<file path="src/hdl/stereo_crossfeed_mixer_top_macros.svh">
// Assertion macros shared by the crossfeed mixer RTL.
// Each macro checks on the rising edge of clk_i and is disabled while rst_ni is low.
`ifndef STEREO_CROSSFEED_MIXER_TOP_MACROS_SVH
`define STEREO_CROSSFEED_MIXER_TOP_MACROS_SVH

// Same-cycle implication.
`define SFM_ASSERT_IMP(lbl, ante, cons, msg) \
  lbl: assert property (@(posedge clk_i) disable iff (!rst_ni) (ante) |-> (cons)) \
    else $error(msg);

// Next-cycle implication.
`define SFM_ASSERT_NXT(lbl, ante, cons, msg) \
  lbl: assert property (@(posedge clk_i) disable iff (!rst_ni) (ante) |=> (cons)) \
    else $error(msg);

`endif

</file>
<file path="src/hdl/sfm_pkg.sv">
// Package for the stereo crossfeed mixer: widths, register map, sequencer states,
// shared operand types and the round-and-saturate function. No dependencies.
`timescale 1ns / 1ps
`default_nettype none

package sfm_pkg;

  localparam int unsigned SampleWidth = 24;
  localparam int unsigned DelayDepth  = 64;
  localparam int unsigned PtrW        = $clog2(DelayDepth);
  localparam int unsigned CoefW       = 17;
  localparam int unsigned AccW        = SampleWidth + CoefW + 1;
  localparam int unsigned NumRegs     = 7;
  localparam int unsigned AddrW       = $clog2(NumRegs * 4);
  localparam int unsigned DataW       = 32;
  localparam int unsigned MixW        = 16;
  localparam int unsigned MixFull     = 65535;
  localparam int unsigned MixScale    = 65536;

  typedef logic signed [SampleWidth-1:0] sample_t;
  typedef logic signed [AccW-1:0]        acc_t;
  typedef logic [CoefW-1:0]              coef_t;
  typedef logic [PtrW-1:0]               ptr_t;
  typedef logic [2*SampleWidth-1:0]      line_word_t;

  localparam acc_t SampleMax = acc_t'((64'd1 << (SampleWidth - 1)) - 64'd1);
  localparam acc_t SampleMin = -SampleMax - acc_t'(1);

  typedef enum logic [2:0] {
    REG_ENABLE      = 3'd0,
    REG_DIRECT_GAIN = 3'd1,
    REG_CROSS_GAIN  = 3'd2,
    REG_LP_GAIN     = 3'd3,
    REG_LP_POLE     = 3'd4,
    REG_DELAY       = 3'd5,
    REG_RAMP_COEFF  = 3'd6
  } reg_idx_e;

  typedef enum logic [2:0] {
    S_IDLE,
    S_LP,
    S_LP_SAT,
    S_WET,
    S_WET_SAT,
    S_BLEND,
    S_OUT
  } state_e;

  typedef struct packed {
    logic        enable;
    logic [15:0] direct_gain;
    logic [15:0] cross_gain;
    logic [15:0] lowpass_input_gain;
    logic [14:0] lowpass_pole;
    logic [5:0]  delay_frames;
    logic [15:0] ramp_coeff;
  } cfg_t;

  typedef struct packed {
    coef_t   coef_a;
    sample_t smp_a;
    coef_t   coef_b;
    sample_t smp_b;
  } mac_op_t;

  function automatic sample_t round_sat(input acc_t acc, input int unsigned shift);
    acc_t t;
    t = (acc + (acc_t'(1) <<< (shift - 1))) >>> shift;
    if (t > SampleMax) begin
      return sample_t'(SampleMax);
    end else if (t < SampleMin) begin
      return sample_t'(SampleMin);
    end
    return sample_t'(t);
  endfunction

endpackage

`default_nettype wire

</file>
<file path="src/hdl/sfm_mac.sv">
// Shared two-product multiply-accumulate unit with a registered sum.
// Depends on sfm_pkg for the operand struct and accumulator type.
`timescale 1ns / 1ps
`default_nettype none

module sfm_mac (
  input  wire logic             clk_i,
  input  wire logic             en_i,
  input  wire sfm_pkg::mac_op_t op_i,
  output sfm_pkg::acc_t         acc_o
);

  logic signed [sfm_pkg::CoefW:0] coef_a;
  logic signed [sfm_pkg::CoefW:0] coef_b;
  sfm_pkg::acc_t                  prod_a;
  sfm_pkg::acc_t                  prod_b;
  sfm_pkg::acc_t                  acc_q;

  assign coef_a = $signed({1'b0, op_i.coef_a});
  assign coef_b = $signed({1'b0, op_i.coef_b});
  assign prod_a = sfm_pkg::acc_t'(coef_a) * sfm_pkg::acc_t'(op_i.smp_a);
  assign prod_b = sfm_pkg::acc_t'(coef_b) * sfm_pkg::acc_t'(op_i.smp_b);

  always_ff @(posedge clk_i) begin
    if (en_i) begin
      acc_q <= prod_a + prod_b;
    end
  end

  assign acc_o = acc_q;

endmodule

`default_nettype wire

</file>
<file path="config.mk">
export PLATFORM = sky130hd
export DESIGN_NAME = sfm_mac
export DESIGN_NICKNAME = d
export VERILOG_FILES = /design/src/hdl/stereo_crossfeed_mixer_top_macros.svh /design/src/hdl/sfm_pkg.sv /design/src/hdl/sfm_mac.sv
export SDC_FILE = /design/constraint.sdc
export NUM_CORES = 2
export LEC_CHECK = 0
export ABC_AREA = 1
export BUFFER_PORTS_ARGS = -buffer_cell sky130_fd_sc_hd__buf_2
export CORE_MARGIN = 2
export CORE_UTILIZATION = 56
export CTS_CLUSTER_DIAMETER = 150
export CTS_CLUSTER_SIZE = 16
export DETAILED_ROUTE_END_ITERATION = 16
export GPL_TIMING_DRIVEN = 1
export PLACE_DENSITY = 0.78
export RECOVER_POWER = 100
export SLEW_MARGIN = 0
export SYNTH_ARGS = -nofsm -noshare
export SYNTH_HDL_FRONTEND = slang
export SYNTH_SLANG_ARGS = --single-unit
</file>
<file path="constraint.sdc">
create_clock -name clk_i -period 7.85 [get_ports clk_i]
set_clock_uncertainty 0.2 [all_clocks]
set_input_delay 1.57 -clock clk_i [delete_from_list [all_inputs] [get_ports clk_i]]
set_output_delay 1.57 -clock clk_i [all_outputs]
set_load 0.03 [all_outputs]
</file>
==> impl_metrics.yaml <==
synth:
  ys_seq_elements: 42
  ys_warn_count: 0
  yosys.area.top_type: "fa_1"
  syn_area_sq_um: 32600
  syn_inst: 4074
  syn_nets: 5212
  yosysUniqueCellTypes: 29
  avgSynthCellArea_sq_um: 8.01
  yosysTopAreaCellShare_pct: 53.5
  synth_area_leaders: "fa_1, inv_1, nand2_1, ha_1, edfxtp_1"
  yosysSeqAreaShare_pct: 3.86
final_layout:
  postLayoutCoreUtil_pct: 67.6
  fin_nets: 5548
  synthToLayoutAreaGrowth_pct: 19.4
  largest_reg_flops: 42
  fin_area_sq_um: 39000
  layout-drive-gt1-share_pct: 18.3
  fill_cells: 4315
  most-common-layout-cells: "inv_1, nand2_1, fa_1"
  final_common_cell: "inv_1"
clock_network:
  root_buffer: "clkbuf_16"
  cts_max_level: 2
  cts_tree: "built"
  cts_buffers: 5
  postCtsHoldBufs: 0
  clockBufferDepth: 2
  cts.clk_slew.worst_paths_ns: 0.06
  clock_sinks: 42
placed_design:
  pre_cts_slack_ns: -0.608
  dpl_cell_area_sq_um: 36600
  numPortBuffers: 125
  gp_congestion: 1.00
  place_hpwl_um: 80900
route:
  ant_nets: 0
  dr.pass1.iters: 8
  viasPerCell: 5.14
  drcViolationCount: 0
  num_vias: 26625
  wl_per_cell_um: 18.4
  drt_wl_total_um: 95400
  initialDrtViolationCount: 2047
timing:
  setup_viol: 8
  max_freq_mhz: 125
  worst_pin_slew_ns: 2.23
  drv_slew: 43
  period_needed_ns: 8.02
  worst_slack_ns: -0.174
  tns_ns: -0.430
  slew_headroom_pct: -48.3
  rsz0062_at_grt: "true"
  final.period_utilization_pct: 102
  hold_violations: 0
global_routing:
  busiest_layer: "met2"
  grt_max_degree: 43
  grtUsageMet1_pct: 38.7
  grt_pass1_vias: 29091
  grtUsageTotal_pct: 32.2
  grt_use_met2_pct: 57.8
  use_met3_pct: 3.35
  antenna_found_initial: 1
  grt-ovfl-total: 0
  grt_pass1_wl_um: 150000
worst_setup_path:
  worstSetupPathType: "input port to flop"
  critical_path.max_fanout: 10
  cp.required_ns: 7.67
  crit_path_end_kind: "flop"
  worstSetupStartpointType: "input port"
  cp.arrival_ns: 7.84
status:
  violations: "max-capacitance violations, max-slew violations, negative setup slack"
  status: "complete, but fails checks"
worst_hold_path:
  holdPathEnd: "acc_o[0]"
  min_path_type: "input port to flop"
  hold_depth: 5
  hp-start: "op_i[65]"
job:
  drv_cap: 1
die:
  io-pin-count: 126
  fp.dieArea_sq_um: 60200
  coreArea_sq_um: 57700
  dieHeight_um: 245
  row_count: 88
  die_x_um: 245
  start_util_pct: 56.6
[routing by layer]
metal / vias to the layer above / routed length (um)
met3: 353 / 6720
met1: 13286 / 33500
li1: 11648 / -
met4: 0 / 5900
met5: - / 0
met2: 1338 / 49300
[cell type report]
type / count / area [sq um] / share of cell area [%]
multi-input combinational: 2376 / 26500 / 68.1
inverter: 1492 / 5620 / 14.4
timing repair buffer: 493 / 4410 / 11.3
sequential: 42 / 1260 / 3.24
tap: 765 / 957 / 2.46
clock buffer: 5 / 125 / 0.321
clock inverter: 3 / 68.8 / 0.177
antenna: 1 / 2.50 / 0.00642
[Yosys cell counts, drive strengths merged]
| cell | instances |
|---|---|
| a21oi | 39 |
| nand3 | 44 |
| a31oi | 1 |
| xnor2 | 3 |
| nand2 | 1072 |
| inv | 1492 |
| a21o | 3 |
| nand3b | 3 |
| nand4 | 12 |
| o21bai | 10 |
| nor4 | 3 |
| nor2 | 87 |
| o211ai | 1 |
| o21ai | 12 |
| xor2 | 24 |
| ha | 182 |
| nor3 | 7 |
| o21a | 1 |
| edfxtp | 42 |
| fa | 872 |
| clkbuf | 164 |
[worst max-delay path by stage]
stage,startpoint,end,slack [ns],cells after the start
3_3_place_gp,op_i[65],acc_o[37],-0.52,24
4_1_cts,op_i[65],acc_o[26],-0.02,24
5_1_grt,op_i[45],acc_o[31],-0.29,23
6_report,op_i[0],acc_o[31],-0.17,22
3_5_place_dp,op_i[64],acc_o[37],-0.61,25
2_1_floorplan,op_i[6],acc_o[41],-0.02,29
[worst max-delay path, stage by stage]
cell and delay [ns]:
clkbuf_1 0.30, clkbuf_1 0.49, nand2_1 0.13, fa_1 0.39, inv_1 0.08, fa_1 0.46, ha_1 0.22, fa_1 0.48
inv_1 0.05, fa_1 0.53, inv_1 0.05, fa_1 0.45, fa_1 0.51, fa_1 0.46, ha_1 0.37, nand2_2 0.11
inv_1 0.04, a21oi_1 0.29, a21oi_1 0.16, o21ai_0 0.29, nand2_1 0.18, xor2_2 0.19
[metrics by stage]
stage	hold WS, ns	std cells
final	1.86	5177
after global routing	1.89	5177
after CTS	1.79	5153
after detailed placement	1.85	5136
after global placement	1.85	5136
after floorplan	1.48	4074
[cells by family after synthesis]
logic type / Yosys count / share of synthesized area [%]
buffers and inverters: 1656 / 19.0
AOI/OAI and AO/OA: 67 / 1.18
adders and majority gates: 1054 / 60.5
DFF: 42 / 3.86
xor gates and xnor gates: 27 / 0.725
and+or+nand+nor: 1228 / 14.7
[timing repair]
action                                 in CTS  in global routing
setup endpoints to repair                  26                 30
endpoints found under the hold margin       0                  0
cloned                                      0                  6
pin swaps                                  87                181
buffers inserted                            9                 17
gates resized for setup                   184                392
Power is left out: the tool's default activity adds up to more than one toggle a clock period on the data nets, which glitch-free logic cannot reach.
