--- config.mk ---
export PLATFORM = sky130hd
export DESIGN_NAME = sfm_regs
export DESIGN_NICKNAME = d
export VERILOG_FILES = /design/src/hdl/stereo_crossfeed_mixer_top_macros.svh /design/src/hdl/sfm_pkg.sv /design/src/hdl/sfm_regs.sv
export SDC_FILE = /design/constraint.sdc
export NUM_CORES = 1
export LEC_CHECK = 0
export BUFFER_PORTS_ARGS = -buffer_cell sky130_fd_sc_hd__clkbuf_2
export CAP_MARGIN = 25
export CORE_ASPECT_RATIO = 0.8
export CORE_UTILIZATION = 53
export CTS_BUF_LIST = sky130_fd_sc_hd__clkbuf_8
export CTS_CLUSTER_SIZE = 12
export DETAILED_ROUTE_END_ITERATION = 16
export GPL_ROUTABILITY_DRIVEN = 0
export PLACE_DENSITY_LB_ADDON = 0.15
export SYNTH_ARGS = -nofsm -noshare
export SYNTH_HDL_FRONTEND = slang
export SYNTH_SLANG_ARGS = --single-unit
--- constraint.sdc ---
create_clock -name clk_i -period 2.9 [get_ports clk_i]
set_input_delay 0.58 -clock clk_i [delete_from_list [all_inputs] [get_ports clk_i]]
set_output_delay 0.58 -clock clk_i [all_outputs]
set_load 0.01 [all_outputs]
--- src/hdl/stereo_crossfeed_mixer_top_macros.svh ---
// Assertion macros shared by the crossfeed mixer RTL.
// Each macro checks on the rising edge of clk_i and is disabled while rst_ni is low.
`ifndef STEREO_CROSSFEED_MIXER_TOP_MACROS_SVH
`define STEREO_CROSSFEED_MIXER_TOP_MACROS_SVH

// Same-cycle implication.
`define SFM_ASSERT_IMP(lbl, ante, cons, msg) \
  lbl: assert property (@(posedge clk_i) disable iff (!rst_ni) (ante) |-> (cons)) \
    else $error(msg);

// Next-cycle implication.
`define SFM_ASSERT_NXT(lbl, ante, cons, msg) \
  lbl: assert property (@(posedge clk_i) disable iff (!rst_ni) (ante) |=> (cons)) \
    else $error(msg);

`endif

--- src/hdl/sfm_pkg.sv ---
// Package for the stereo crossfeed mixer: widths, register map, sequencer states,
// shared operand types and the round-and-saturate function. No dependencies.
`timescale 1ns / 1ps
`default_nettype none

package sfm_pkg;

  localparam int unsigned SampleWidth = 24;
  localparam int unsigned DelayDepth  = 64;
  localparam int unsigned PtrW        = $clog2(DelayDepth);
  localparam int unsigned CoefW       = 17;
  localparam int unsigned AccW        = SampleWidth + CoefW + 1;
  localparam int unsigned NumRegs     = 7;
  localparam int unsigned AddrW       = $clog2(NumRegs * 4);
  localparam int unsigned DataW       = 32;
  localparam int unsigned MixW        = 16;
  localparam int unsigned MixFull     = 65535;
  localparam int unsigned MixScale    = 65536;

  typedef logic signed [SampleWidth-1:0] sample_t;
  typedef logic signed [AccW-1:0]        acc_t;
  typedef logic [CoefW-1:0]              coef_t;
  typedef logic [PtrW-1:0]               ptr_t;
  typedef logic [2*SampleWidth-1:0]      line_word_t;

  localparam acc_t SampleMax = acc_t'((64'd1 << (SampleWidth - 1)) - 64'd1);
  localparam acc_t SampleMin = -SampleMax - acc_t'(1);

  typedef enum logic [2:0] {
    REG_ENABLE      = 3'd0,
    REG_DIRECT_GAIN = 3'd1,
    REG_CROSS_GAIN  = 3'd2,
    REG_LP_GAIN     = 3'd3,
    REG_LP_POLE     = 3'd4,
    REG_DELAY       = 3'd5,
    REG_RAMP_COEFF  = 3'd6
  } reg_idx_e;

  typedef enum logic [2:0] {
    S_IDLE,
    S_LP,
    S_LP_SAT,
    S_WET,
    S_WET_SAT,
    S_BLEND,
    S_OUT
  } state_e;

  typedef struct packed {
    logic        enable;
    logic [15:0] direct_gain;
    logic [15:0] cross_gain;
    logic [15:0] lowpass_input_gain;
    logic [14:0] lowpass_pole;
    logic [5:0]  delay_frames;
    logic [15:0] ramp_coeff;
  } cfg_t;

  typedef struct packed {
    coef_t   coef_a;
    sample_t smp_a;
    coef_t   coef_b;
    sample_t smp_b;
  } mac_op_t;

  function automatic sample_t round_sat(input acc_t acc, input int unsigned shift);
    acc_t t;
    t = (acc + (acc_t'(1) <<< (shift - 1))) >>> shift;
    if (t > SampleMax) begin
      return sample_t'(SampleMax);
    end else if (t < SampleMin) begin
      return sample_t'(SampleMin);
    end
    return sample_t'(t);
  endfunction

endpackage

`default_nettype wire

--- src/hdl/sfm_regs.sv ---
// APB configuration registers of the crossfeed mixer.
// Depends on sfm_pkg for the register map and the configuration struct.
`timescale 1ns / 1ps
`default_nettype none

module sfm_regs (
  input  wire logic                      clk_i,
  input  wire logic                      rst_ni,
  input  wire logic                      psel_i,
  input  wire logic                      penable_i,
  input  wire logic                      pwrite_i,
  input  wire logic [sfm_pkg::AddrW-1:0] paddr_i,
  input  wire logic [sfm_pkg::DataW-1:0] pwdata_i,
  output logic      [sfm_pkg::DataW-1:0] prdata_o,
  output logic                           pready_o,
  output sfm_pkg::cfg_t                  cfg_o
);

  sfm_pkg::cfg_t cfg_q;
  logic [2:0]    idx;
  logic          wr_en;

  assign idx      = paddr_i[sfm_pkg::AddrW-1:2];
  assign wr_en    = psel_i && penable_i && pwrite_i;
  assign pready_o = 1'b1;
  assign cfg_o    = cfg_q;

  always_ff @(posedge clk_i or negedge rst_ni) begin
    if (!rst_ni) begin
      cfg_q.enable             <= 1'b0;
      cfg_q.direct_gain        <= 16'd32768;
      cfg_q.cross_gain         <= 16'd0;
      cfg_q.lowpass_input_gain <= 16'd32768;
      cfg_q.lowpass_pole       <= 15'd0;
      cfg_q.delay_frames       <= 6'd0;
      cfg_q.ramp_coeff         <= 16'd4096;
    end else if (wr_en) begin
      case (idx)
        sfm_pkg::REG_ENABLE:      cfg_q.enable             <= pwdata_i[0];
        sfm_pkg::REG_DIRECT_GAIN: cfg_q.direct_gain        <= pwdata_i[15:0];
        sfm_pkg::REG_CROSS_GAIN:  cfg_q.cross_gain         <= pwdata_i[15:0];
        sfm_pkg::REG_LP_GAIN:     cfg_q.lowpass_input_gain <= pwdata_i[15:0];
        sfm_pkg::REG_LP_POLE:     cfg_q.lowpass_pole       <= pwdata_i[14:0];
        sfm_pkg::REG_DELAY:       cfg_q.delay_frames       <= pwdata_i[5:0];
        sfm_pkg::REG_RAMP_COEFF:  cfg_q.ramp_coeff         <= pwdata_i[15:0];
        default: ;
      endcase
    end
  end

  always_comb begin
    case (idx)
      sfm_pkg::REG_ENABLE:      prdata_o = {31'd0, cfg_q.enable};
      sfm_pkg::REG_DIRECT_GAIN: prdata_o = {16'd0, cfg_q.direct_gain};
      sfm_pkg::REG_CROSS_GAIN:  prdata_o = {16'd0, cfg_q.cross_gain};
      sfm_pkg::REG_LP_GAIN:     prdata_o = {16'd0, cfg_q.lowpass_input_gain};
      sfm_pkg::REG_LP_POLE:     prdata_o = {17'd0, cfg_q.lowpass_pole};
      sfm_pkg::REG_DELAY:       prdata_o = {26'd0, cfg_q.delay_frames};
      sfm_pkg::REG_RAMP_COEFF:  prdata_o = {16'd0, cfg_q.ramp_coeff};
      default:                  prdata_o = '0;
    endcase
  end

endmodule

`default_nettype wire

==> results of run 1 <==
==> cell usage after synthesis (all sizes together), types with 3 or more instances <==
| cell type | n | area share |
|---|---|---|
| a21oi | 6 | 0.0072 |
| dfstp | 3 | 0.019 |
| o21ai | 5 | 0.0060 |
| a22oi | 6 | 0.011 |
| a211o | 5 | 0.010 |
| o221ai | 7 | 0.015 |
| nand4 | 6 | 0.013 |
| clkbuf | 3 | 0.0027 |
| nor2 | 6 | 0.013 |
| mux2i | 22 | 0.053 |
| mux2 | 91 | 0.24 |
| dfrtp | 83 | 0.50 |
| nand2 | 5 | 0.0045 |
| buf | 32 | 0.056 |
| nor2b | 3 | 0.0045 |
| nand2b | 3 | 0.0063 |
==> path summary, 6_finish.rpt <==
kind,from,end,slack [ps],depth (start not counted)
setup / recovery,paddr_i[4],prdata_o[13],400,5
min in group clk_i,pwdata_i[7],cfg_o[7],510,2
hold / removal,rst_ni,cfg_o[53],240,2
max in group asynchronous,rst_ni,cfg_o[12],2280,2
hold reg to reg,cfg_o[72],cfg_o[72],540,1
setup reg to reg,cfg_o[34],cfg_o[34],2110,1
==> layer usage <==
layer | GRT usage | up-vias | part of all wire
li1 | - | 1342 | -
met1 | 0.3313 | 1515 | 0.45
met2 | 0.4068 | 116 | 0.47
met3 | 0.07830 | 13 | 0.067
met4 | 0.07391 | 0 | 0.011
met5 | 0 | - | 0
==> logic make-up after synthesis <==
kind of cell | after synthesis | share of synthesized area
mux | 114 | 0.3025
flops | 86 | 0.5145
compound gates | 36 | 0.06211
buf+inv | 36 | 0.06002
simple gates | 31 | 0.05912
other cells | 2 | 0.001792
==> final cells by class <==
type / count / area share
sequential: 86 / 0.4197
clock inverter: 6 / 0.02582
inverter: 1 / 0.0007308
tap: 105 / 0.02558
timing repair buffer: 136 / 0.1432
multi-input combinational: 198 / 0.3581
clock buffer: 10 / 0.02680
==> per-stage QoR <==
step	instances	setup WS (ps)	power, uW	cell area, um^2
2_1_floorplan	320	759.0	2130	4247
3_3_place_gp	526	454.7	2509	4866
3_5_place_dp	526	440.0	2541	4866
4_1_cts	542	451.6	3661	5136
5_1_grt	542	328.2	3806	5136
6_report	542	403.1	3628	5136
==> power by group through the flow <==
stage | combinational, uW | sequential [uW] | clock (uW)
2_1_floorplan | 403 | 1730 | 0
3_3_place_gp | 873 | 1640 | 0
3_5_place_dp | 890 | 1650 | 0
4_1_cts | 893 | 1630 | 1140
5_1_grt | 962 | 1660 | 1180
6_report | 883 | 1630 | 1120
==> summary.md, run 1 <==
| Metric | Value |
|---|---|
| Status | `completed` |
| Pre-antenna DRT Iters | `4` |
| CP peak stage delay | `470 ps` |
| VDD IR max | `0.3803 mV` |
| Commonest cells after routing, fill and taps aside | `clkbuf_2, mux2_2, dfrtp_1, mux2i_1, conb_1` |
| Sequential fraction of the synthesis area | `0.5145` |
| Via Count | `2,986` |
| Crit-path slowest cell | `nor2b_1` |
| Sequential share of power | `0.449` |
| Slew margin rel. | `0.5716` |
| Setup Crit Path Kind | `in2out` |
| Setup Skew | `0 ps` |
| Combinational power share | `0.243` |
| Final Slew Violations | `0` |
| WP data required | `2320 ps` |
| DRC Markers | `0` |
| Clock root cell | `clkbuf_8` |
| Final design utilization | `0.6819` |
| Starting density of the core | `0.5563` |
| Nets | `474` |
| Final Hold Slack | `239.1 ps` |
| Drt initial violations | `117` |
| CP Max Fanout | `17` |
| Top Ports | `161` |
| PD cells | `706.4 nW/um^2` |
| Syn avg cell area | `13.74 um^2` |
| Skew-Pair Late Insertion Delay | `350 ps` |
| Synth cell types | `38` |
| Worst path bufs/invs | `2` |
| Post-DRT Antenna Nets | `0` |
| Hold_buf cts | `0` |
| Yosys reg bits | `86` |
| Longest Clk Path Bufs | `2` |
| DIE WIDTH | `101.4 um` |
| Largest net degree at the start of global routing | `87` |
| Chip Height | `81.53 um` |
| CTS H-Tree Depth | `3` |
| Die area | `8268 um^2` |
| Number of flip-flops in the largest register | `86` |
| N_diodes | `0` |
| Clock Sink Count | `86` |
| First-pass GRT wire length | `15.37 mm` |
| CP Cell Sequence | `clkbuf_2 > nor2b_1 > a22oi_1 > o221ai_1 > clkbuf_2` |
| CP endpoint kind | `primary output` |
| Minimum clock period | `2497 ps` |
| Initial antenna violation count | `0` |
| Psw | `1061 uW` |
| Clk pwr share | `0.308` |
| HPWL after detailed placement | `6.894 mm` |
| I/O Buffers | `125` |
| Post-synth EDFFs | `0` |
| Area of the core | `7532 um^2` |
| Total grt overflow | `0` |
| Post-CTS sizing | `0` |
| Final hold viol count | `0` |
| Final setup vio count | `0` |
| Multi-input combinational cell area | `1839 um^2` |
| Sw Ratio | `0.2925` |
| DR vias/cell | `5.509` |
| Layout area overhead | `22.57%` |
| Cts bufs inserted | `9` |
| Fraction of registers with async set or reset after synthesis | `1.000` |
| Top delay family on crit path | `buffers and inverters` |
| Ys flop type | `dfrtp_1` |
| Synth Instances | `305` |
| Maxcap violations | `0` |
| Rows | `28` |
| CP arrival | `1920 ps` |
| Final wirelength | `10.01 mm` |
| CP most frequent cell | `clkbuf_2` |
| P_leak | `0.002567 uW` |
| RSZ-0062 raised after global routing | `no` |
| Routed WL per cell | `18.48 um` |
| FILL cells | `593` |
| Commonest non-fill, non-tap cell in the layout | `clkbuf_2` |
| Worst hold path type | `in2async` |
| Layout cells sized above 1 | `0.5858` |
| GRT Util Overall | `0.2526` |
| Worst Max-Slew Pin Slew | `641.1 ps` |
| Vias in the first global route | `2,902` |
| Cell Int Power | `2567 uW` |
| Netlist Area Pre-Place | `4190 um^2` |
| Ys Warns | `0` |
| Setup crit start kind | `input pin` |
| Clock slew at the register clock pins of the worst setup and hold paths | `80 ps` |
| Crit share post-route | `0.8610` |
| Storage element area | `2156 um^2` |
| TNS Setup | `0 ps` |
| Setup Buffers After CTS | `0` |
| CTS tree | `built` |
| Max Clk Rate | `0.4005 GHz` |
No activity file was read; power rests on OpenSTA's default activity.
==> run 2: changes to the inputs <==
--- a/config.mk
+++ b/config.mk
@@ -8,12 +8,14 @@
 export BUFFER_PORTS_ARGS = -buffer_cell sky130_fd_sc_hd__clkbuf_2
 export CAP_MARGIN = 25
 export CORE_ASPECT_RATIO = 0.8
+export CORE_MARGIN = 4
 export CORE_UTILIZATION = 53
 export CTS_BUF_LIST = sky130_fd_sc_hd__clkbuf_8
 export CTS_CLUSTER_SIZE = 12
 export DETAILED_ROUTE_END_ITERATION = 16
 export GPL_ROUTABILITY_DRIVEN = 0
 export PLACE_DENSITY_LB_ADDON = 0.15
+export SETUP_SLACK_MARGIN = 0.5
 export SYNTH_ARGS = -nofsm -noshare
 export SYNTH_HDL_FRONTEND = slang
 export SYNTH_SLANG_ARGS = --single-unit
==> run 2 against run 1 <==
Critical path type unchanged. Critical endpoint is now prdata_o[0]. Largest power group unchanged. Largest cell class unchanged. Maximum frequency grew 8.1%. Die area up 14%. Power fell by 7.1%.
==> summary.md, run 2 (synthesis gave the netlist of run 1 again) <==
| Metric | Value |
|---|---|
| Commonest non-fill, non-tap cell in the layout | `clkbuf_2 (unchanged)` |
| Status | `completed (unchanged)` |
| Area of the core | `7532 um^2 (unchanged)` |
| Storage element area | `2156 um^2 (unchanged)` |
| WP data required | `2320 ps (about the same)` |
| Clock Sink Count | `86 (unchanged)` |
| CTS tree | `built (unchanged)` |
| Via Count | `3,052 (was 2,986)` |
| Pre-antenna DRT Iters | `4 (unchanged)` |
| Top Ports | `161 (unchanged)` |
| Vias in the first global route | `3,075 (was 2,902)` |
| Power Total | `3370 uW (was 3628 uW)` |
| Cell Int Power | `2325 uW (was 2567 uW)` |
| Final hold viol count | `0 (unchanged)` |
| Skew-Pair Late Insertion Delay | `340 ps (was 350 ps)` |
| Reg2Reg Capture Point | `cfg_o[77] (was cfg_o[34])` |
| Clock slew at the register clock pins of the worst setup and hold paths | `90 ps (was 80 ps)` |
| Final setup vio count | `0 (unchanged)` |
| Total grt overflow | `0 (unchanged)` |
| DR vias/cell | `5.559 (was 5.509)` |
| Crit share post-route | `0.7966 (was 0.8610)` |
| Starting density of the core | `0.5563 (unchanged)` |
| VDD IR max | `0.4218 mV (was 0.3803 mV)` |
| Final wirelength | `10.53 mm (was 10.01 mm)` |
| Final design utilization | `0.6831 (was 0.6819)` |
| Max Clk Rate | `0.4329 GHz (was 0.4005 GHz)` |
| Slew margin rel. | `0.5808 (was 0.5716)` |
| Final Slew Violations | `0 (unchanged)` |
| GRT Util Overall | `0.2326 (was 0.2526)` |
| Worst R2R Start | `cfg_o[77] (was cfg_o[34])` |
| Post-DRT Antenna Nets | `0 (unchanged)` |
| Die area | `9402 um^2 (was 8268 um^2)` |
| Worst Max-Slew Pin Slew | `628.8 ps (was 641.1 ps)` |
| Worst hold path type | `in2async (unchanged)` |
| Multi-input combinational cell area | `1847 um^2 (was 1839 um^2)` |
| Combinational power share | `0.264 (was 0.243)` |
| CP arrival | `1730 ps (was 1920 ps)` |
| Clk pwr share | `0.251 (was 0.308)` |
| N_diodes | `0 (unchanged)` |
| CP endpoint kind | `primary output (unchanged)` |
| Sw Ratio | `0.3100 (was 0.2925)` |
| Psw | `1044 uW (was 1061 uW)` |
| Post-Place Cell Area | `4931 um^2 (was 4866 um^2)` |
| CTS H-Tree Depth | `3 (unchanged)` |
| I/O Buffers | `125 (unchanged)` |
| Rows | `28 (unchanged)` |
| Post-CTS sizing | `4 (was 0)` |
| RSZ-0062 raised after global routing | `no (unchanged)` |
| Setup crit start kind | `input pin (unchanged)` |
| Setup Buffers After CTS | `0 (unchanged)` |
| TNS Setup | `0 ps (unchanged)` |
| FILL cells | `604 (was 593)` |
| Hold_buf cts | `0 (unchanged)` |
| CP Max Fanout | `21 (was 17)` |
| Layout cells sized above 1 | `0.5968 (was 0.5858)` |
| DRC Markers | `0 (unchanged)` |
| R2R cell count | `1 (unchanged)` |
| Chip Height | `87.53 um (was 81.53 um)` |
| Minimum clock period | `2310 ps (was 2497 ps)` |
| Largest net degree at the start of global routing | `49 (was 87)` |
| Final Hold Slack | `252.0 ps (was 239.1 ps)` |
| First-pass GRT wire length | `16.74 mm (was 15.37 mm)` |
| Setup Skew | `0 ps (unchanged)` |
| Nets | `481 (was 474)` |
| Drt initial violations | `95 (was 117)` |
| Commonest cells after routing, fill and taps aside | `clkbuf_2, mux2_2, dfrtp_1, mux2i_1 (was clkbuf_2, mux2_2, dfrtp_1, mux2i_1, conb_1)` |
| Sequential share of power | `0.485 (was 0.449)` |
| Cts bufs inserted | `9 (unchanged)` |
| PD cells | `654.9 nW/um^2 (was 706.4 nW/um^2)` |
| Initial antenna violation count | `0 (unchanged)` |
| Maxcap violations | `0 (unchanged)` |
| HPWL after detailed placement | `7.545 mm (was 6.894 mm)` |
| DIE WIDTH | `107.4 um (was 101.4 um)` |
| Longest Clk Path Bufs | `2 (unchanged)` |
| Layout area overhead | `22.78% (was 22.57%)` |
| Setup Crit Path Kind | `in2out (unchanged)` |
| Final Cell Area | `5145 um^2 (was 5136 um^2)` |
| Number of flip-flops in the largest register | `86 (unchanged)` |
| Clock root cell | `clkbuf_8 (unchanged)` |
| R2r setup slk | `2090 ps (was 2110 ps)` |
| Routed WL per cell | `19.19 um (was 18.48 um)` |
| P_leak | `0.002576 uW (was 0.002567 uW)` |
## run 2: cell count changes in the layout (fill, tap and decap cells not counted), moves of 2 or more
cell / before / now
nor2b_2: 0 / 3
bufinv_16: 4 / 1
nor2b_1: 3 / 0
buf_4: 10 / 17
clkbuf_2: 124 / 122
## run 2: worst max-delay path by stage
stage	slack [ps]	depth (start not counted)	from	endpoint
after floorplan	760	5	paddr_i[2]	prdata_o[1]
after global placement	380	5	paddr_i[4]	prdata_o[13]
after detailed placement	370	5	paddr_i[3]	prdata_o[2]
after CTS	530	6	paddr_i[2]	prdata_o[2]
after global routing	510	6	paddr_i[3]	prdata_o[0]
final	590	5	paddr_i[4]	prdata_o[0]
## run 2: power groups by stage
stage               Combinational (uW)  Sequential, uW  Clock (uW)
global route                       974            1670         914
global placement                   881            1640           0
CTS                                903            1630         867
finish                             890            1630         846
detailed placement                 899            1650           0
floorplan                          403            1730           0
## run 2: layer usage
layer  part of all wire  wire length (um)  GRT usage
met5                  0                 0          0
met4             0.0066                70    0.04817
met3              0.074               777    0.07148
met2               0.47              4952     0.3702
met1               0.45              4731     0.3210
## run 2: cell type report
cell class              instances  area share
clock inverters                 5    0.009728
well taps                     105     0.02554
multi-input cells             198      0.3589
inverters                       1   0.0007296
repair buffers                143      0.1566
clock buffers                  11     0.02943
flip-flops and latches         86      0.4190
## run 2: critical path: stages
cell      delay (ps)
clkbuf_4         290
buf_4            250
mux4_2           300
o21a_1           180
clkbuf_2         120
## run 2: through the flow
step           setup WS, ps  std cells
2_1_floorplan         759.0        320
3_3_place_gp          383.9        533
3_5_place_dp          371.6        533
4_1_cts               530.3        549
5_1_grt               509.0        549
6_report              589.9        549
